`src/hdl/ppp_div_cell.sv`:
```
// one restoring-division cell: retires one quotient bit of both quotients per cycle
module ppp_div_cell #(
  parameter int unsigned NumW = 48,
  parameter int unsigned DenW = 33,
  parameter int unsigned Bit  = 0,
  parameter int unsigned SideW = 64
) (
  input  logic             clk_i,
  input  logic             rst_ni,
  input  logic             vld_i,
  input  logic [NumW-1:0]  nx_i,
  input  logic [NumW-1:0]  ny_i,
  input  logic [NumW-1:0]  qx_i,
  input  logic [NumW-1:0]  qy_i,
  input  logic [DenW-1:0]  den_i,
  input  logic [SideW-1:0] side_i,
  output logic             vld_o,
  output logic [NumW-1:0]  nx_o,
  output logic [NumW-1:0]  ny_o,
  output logic [NumW-1:0]  qx_o,
  output logic [NumW-1:0]  qy_o,
  output logic [DenW-1:0]  den_o,
  output logic [SideW-1:0] side_o
);

  localparam int unsigned TrialW = NumW + DenW;

  logic [TrialW-1:0] dsh, tx, ty;
  logic [NumW-1:0]   nx_d, ny_d, qx_d, qy_d;
  logic              vld_q;
  logic [NumW-1:0]   nx_q, ny_q, qx_q, qy_q;
  logic [DenW-1:0]   den_q;
  logic [SideW-1:0]  side_q;

  // compare remainder with shifted denominator and subtract
  always_comb begin
    dsh  = TrialW'(den_i) << Bit;
    tx   = TrialW'(nx_i);
    ty   = TrialW'(ny_i);
    nx_d = nx_i;
    ny_d = ny_i;
    qx_d = qx_i;
    qy_d = qy_i;
    if (tx >= dsh) begin
      nx_d      = NumW'(tx - dsh);
      qx_d[Bit] = 1'b1;
    end
    if (ty >= dsh) begin
      ny_d      = NumW'(ty - dsh);
      qy_d[Bit] = 1'b1;
    end
  end

  always_ff @(posedge clk_i or negedge rst_ni) begin
    if (!rst_ni) begin
      vld_q <= 1'b0;
    end else begin
      vld_q <= vld_i;
    end
  end

  always_ff @(posedge clk_i) begin
    nx_q   <= nx_d;
    ny_q   <= ny_d;
    qx_q   <= qx_d;
    qy_q   <= qy_d;
    den_q  <= den_i;
    side_q <= side_i;
  end

  assign vld_o  = vld_q;
  assign nx_o   = nx_q;
  assign ny_o   = ny_q;
  assign qx_o   = qx_q;
  assign qy_o   = qy_q;
  assign den_o  = den_q;
  assign side_o = side_q;

endmodule

```
`config.mk`:
```
export PLATFORM = sky130hd
export DESIGN_NAME = ppp_div_cell
export DESIGN_NICKNAME = d
export VERILOG_FILES = /design/src/hdl/ppp_div_cell.sv
export SDC_FILE = /design/constraint.sdc
export NUM_CORES = 1
export LEC_CHECK = 0
export ABC_AREA = 1
export BUFFER_PORTS_ARGS = -buffer_cell sky130_fd_sc_hd__buf_2
export CORE_AREA = 2 2 226 228
export CTS_CLUSTER_SIZE = 8
export DETAILED_ROUTE_END_ITERATION = 10
export DIE_AREA = 0 0 228 230
export SLEW_MARGIN = 20
export SYNTH_ARGS = -nofsm -noshare
export SYNTH_HDL_FRONTEND = slang
export SYNTH_SLANG_ARGS = --single-unit
export TNS_END_PERCENT = 20
```
`constraint.sdc`:
```
create_clock -name clk_i -period 0.8 [get_ports clk_i]
set_clock_uncertainty 0.05 [all_clocks]
set_input_delay 0.04 -clock clk_i [delete_from_list [all_inputs] [get_ports clk_i]]
set_output_delay 0.04 -clock clk_i [all_outputs]
set_load 0.01 [all_outputs]
```
# Yosys cells after proc, flatten, opt, wreduce, memory -nomap -nowiden
# Index checks and enable logic that the tools add are counted.
# totals
reg_bits,290
in_bits,292
output_inout_bits,290
wordCells,15
# classes
n_addsub,2
magnitude_cmp,2
muxes,2
# op_table
operator,n
48-bit by 33-bit >= comparator with 1-bit output,2
48-bit two-way mux,2
48-bit by 33-bit subtractor with 48-bit output,2

# Depth between registers and ports, before layout
# logic_depth
word_depth,2
depth_mapped,16
ltp_nobuf,15

# Worst setup path after synthesis
# Ideal clock, no wire load.
# synth_path
kind,input -> register
startpoint,in ny_i[0]
endpoint,reg ny_q[10] (netlist: ny_o[10])
setup_ps,112
t_arrival_ps,1714
t_required_ps,638
slack_ps,-1076
cell_stages,16
path_buffers,1
path_cell_list,inv_1 ha_1 fa_1 inv_1 nand2_1 nand2_1 nand3_1 nand2_1 nand2_1 nand3_1 nand2_2 nand3_4 inv_2 buf_4 nand2_1 nand2_1
# synth_between
elab_chain_cells,2
word_cells_on_any_way,3
classes_between,add/sub (1); order compare (1); mux (1)
# synth_rtl
item,line_no,source
start: declaration,12,"input logic [NumW-1:0] ny_i,"
48-bit by 33-bit subtractor with 48-bit output / 48-bit by 33-bit >= comparator with 1-bit output (equally long branches),"49, 48",
48-bit two-way mux (*),48,if (ty >= dsh) begin
via ny_d[10],29,"logic [NumW-1:0] nx_d, ny_d, qx_d, qy_d;"
end signal: assignment,64,ny_q <= ny_d;
end: declaration,31,"logic [NumW-1:0] nx_q, ny_q, qx_q, qy_q;"
# Mark *: on every way through the listed nets, which the timed path passes. The rest lies on a longest branch.
# A chain may end at the register's enable or synchronous reset.

# Final worst setup path
# layout_path
startpoint,in den_i[11]
endpoint,reg ny_q[21] (netlist: ny_o[21])
# layout_between
elab_chain_cells,2
word_cells_on_any_way,3
classes_between,add/sub (1); order compare (1); mux (1)
# layout_rtl
item,line_no,source
start: declaration,15,"input logic [DenW-1:0] den_i,"
48-bit by 33-bit subtractor with 48-bit output / 48-bit by 33-bit >= comparator with 1-bit output (equally long branches),"49, 48",
48-bit two-way mux (*),48,
via ny_d[21],29,
# Marks and branches as above.

==> results.md <==
Floorplan:
- Pin placement for this block handled just under 600 I/O pins.
- After floorplanning, the core was divided into roughly 80 placement rows.
- The die covers 52440 um^2.
- After floorplanning, the core was sized to cover about 50000 um^2.
- The effective utilization at floorplan is 28.48%.
- The die extent in y is 230 um.
- The die is roughly 230 um wide.

Clock network:
- In this run the clock root is driven by a clkbuf_16.
- Counting the buffers created by CTS gives 43.
- The H-tree level count is 2.
- The post-CTS clock slew at the launch and capture registers of the worst setup and hold paths is 0.05 ns.
- Counting every sink on the clock net gives 290.
- The clock tree from TritonCTS is built.
- The clock tree buffer depth is 3.

Routing:
- The average vias per placed instance is 4.400.
- The remaining routing DRC violations is 0.
- The average routed wire per standard cell is 18.66 um.
- The total wire length after detailed routing is 74900 um.
- The first routing iteration left ~1100 violations.
- The total iterations of the first detailed-routing run is 7.
- Across all layers, the routed design uses 17663 vias.
- Once detail routing completed, the nets flagged for antenna violations numbered 0.

Worst setup path:
- The critical path starts at den_i[11].
- The number of buffer and inverter stages on the critical path is 4.
- The cell with the largest stage delay on the worst path is ha_4.
- The category of the worst setup path launch point is an input port.
- The most used cell along the critical path is nand2_1.
- STA puts the critical path data required time at 1.26 ns.
- The critical path is of the input port to flip-flop type.
- The maximum fanout count along the critical path is 4.
- Data arrives at the worst endpoint at roughly 1.9 ns.
- The kind of end point of the critical path is a flip-flop.
- The family with the most delay on the worst path is simple AND/OR/NAND/NOR gates.
- The signal on the critical path passes through buf_4 -> inv_4 -> buf_12 -> ha_4 -> buf_4 -> nand2_1 -> nor2_2 -> nand2_1 -> nor2_1 -> nand2_1 -> nand3_1 -> xor2_1 -> nand2_1 -> nand2_1.
- On the worst path, the slowest cell contributes a delay of 0.28 ns.

Power and ir drop:
- The static leakage power is 14.00 nW.
- Of the total power, the clock network draws 36.2%.
- The proportion of power drawn by flip-flops and latches is 35.2%.
- The design draws 47.11 mW.
- The worst-case vdd ir drop is 1631 uV.
- The internal power is 32.64 mW.
- The logic gate share of total power is around 29%.
- The net switching power is ~14 mW.
- The power density of the placed cells is 1772 nW/um^2.
- The switching share of total power is 30.71%.

Global routing:
- After global routing the overflow that remains totals 0.
- The first global-routing pass estimated 109300 um of wire.
- The initial antenna violation count is 7.
- Entering global routing, the biggest net connects 19 pins.
- The total track usage is 27.78%.
- The via count of the first global-routing pass is 17841.

Synthesis:
- Yosys printed 0 warnings.
- The most used flip-flop cell after synthesis is dfxtp_1.
- Yosys attributes the largest share of cell area to dfxtp_1 (41%), nand2_1 (21%), inv_1 (10%).
- The library cell with the largest summed area after synthesis is dfxtp_1.
- The average instance in the mapped netlist occupies 6.757 um^2.
- The number of synthesized flops with an enable pin is 0.
- Summing every instance area after synthesis gives 14200 um^2.
- When the netlist entered floorplanning its net count stood at 2462.
- Synthesis produced a netlist whose cell count is about 2100.
- Synthesis inferred 290 register bits.
- The share of synthesized area in the top cell type comes to between 40% and 50%.
- The share of the Yosys chip area taken by registers is 40.91%.
- After synthesis, the share of flip-flops with an asynchronous set or reset is 0.3448%.
- Synthesis instantiated 34 different standard cells from the library.

Placement:
- The count of input and output buffers is 581.
- The placer's final routability congestion estimate is 0.9811.
- At the placement stage, the worst setup path has a slack of -1.448 ns.
- Including well taps, the total number of placed cells is 3656.
- Summed over all nets, the half-perimeter wirelength after detailed placement is 58160 um.
- The placed standard-cell area is slightly above 20000 um^2.

Timing:
- In the post-route analysis, the smallest setup slack over all paths is -0.6769 ns.
- The worst slew margin relative to its limit is 76.77%.
- For the final routed database, the setup TNS stands at -142.80 ns.
- The shortest clock period the worst path allows after layout is 1.477 ns.
- Setup repair after global routing could not meet its margin everywhere.
- The number of hold-slack violations in the final timing report is 14.
- The fraction of the cycle the final worst path needs is 184.6%.
- The number of max-slew violations in the final report is 0.
- For this run, the top clock speed supported by timing is 677.1 MHz.
- The final setup violation count is just under 400.
- The transition time at the pin with the least slew margin is 0.3457 ns.
- Across all hold checks on the routed design, the worst slack comes to -0.4359 ns.

Layout:
- The post-synthesis to final-layout area growth is 87.23%.
- The net count of the finished layout is 3694.
- In the layout the commonest cells are nand2_1 (748), buf_2 (502), inv_1 (353).
- Leaving out fill and tap cells, the most frequent cell in the layout is nand2_1.
- Measured on the finished design, the core utilization comes to around 53%.
- The final cell count without fillers is about 4000.
- The layout has between 4000 and 5000 filler cells.
- With fillers left out, the area of the finished cells amounts to 26590 um^2.
- Of the cells placed in the final design, the portion with a size suffix greater than 1 is around two fifths.

Run status:
- The final reports fail on negative hold slack, negative setup slack.
- The run finished, with violations left.

Worst hold path:
- The critical hold path startpoint is den_i[0].
- The class of the tightest hold or removal check is input port to flip-flop.

Flow run:
- Max-cap violations in this run came to 0.
sequential cells by signal (all words and copies together), names as in the netlist:
name / flops
side_o: 64
nx_o: 48
ny_o: 48
qx_o: 48
qy_o: 48
den_o: 33
vld_o: 1
metal layers:
layer	share of wire [%]	wire length (um)	track usage [%]	up-vias
li1	-	-	-	8828
met1	43	32180	34.75	8065
met2	48	35650	48.07	641
met3	5.8	4377	4.874	123
met4	3.5	2643	9.620	6
met5	0.053	40	0	-
cell usage after synthesis, drive strengths merged, types with 4 or more instances:
| library cell | count |
|---|---|
| nand2 | 814 |
| inv | 394 |
| dfxtp | 289 |
| nor2 | 186 |
| nand3 | 122 |
| a21oi | 72 |
| ha | 66 |
| nand4 | 47 |
| xor2 | 44 |
| buf | 15 |
| nand3b | 12 |
| nor3 | 10 |
| o21ai | 10 |
| and2 | 5 |
| clkbuf | 5 |
| or2 | 4 |
power groups by stage:
stage	Sequential (mW)	Clock, mW	Combinational [mW]
2_1_floorplan	17.2	0	3.98
3_3_place_gp	16.7	0	10.5
3_5_place_dp	16.6	0	10.5
4_1_cts	16.5	17.3	12.8
5_1_grt	16.7	17.9	14.5
6_report	16.6	17.0	13.5
cell families (layout without fill, tap and decap cells):
family | after synthesis | after routing | synth area share, %
other cells | 0 | 2 | 0
compound gates | 82 | 82 | 3.682
simple gates | 1202 | 1202 | 35.04
fa+ha+maj | 68 | 68 | 6.096
buf+inv | 414 | 1652 | 11.44
xor+xnor | 46 | 46 | 2.837
flops | 290 | 290 | 40.91
final cells by class:
cell class / count / area (um^2) / area share, %
clock buffer: 44 / 1080 / 4.061
clock inverter: 7 / 118.9 / 0.4470
timing repair buffer: 1207 / 9111 / 34.27
antenna: 2 / 5.005 / 0.01882
inverter: 394 / 1551 / 5.835
multi-input combinational: 1398 / 7953 / 29.91
sequential: 290 / 5931 / 22.30
tap: 672 / 840.8 / 3.162
timing repair:
action                                  CTS  global route
endpoints found under the setup margin  388           388
gates resized for setup                 354           142
endpoints found under the hold margin   291            19
hold buffers                            276             9
buffers inserted                         13             2
pin swaps                                26            10
cloned                                    6             0
worst paths after layout:
path / end / slack, ns / cells past startpoint
max: ny_o[21] / -0.68 / 14
min: den_o[0] / -0.44 / 1
max in group asynchronous: vld_o / 0.26 / 3
min in group asynchronous: vld_o / 0.33 / 3
Power figures use the tool's default switching activity.
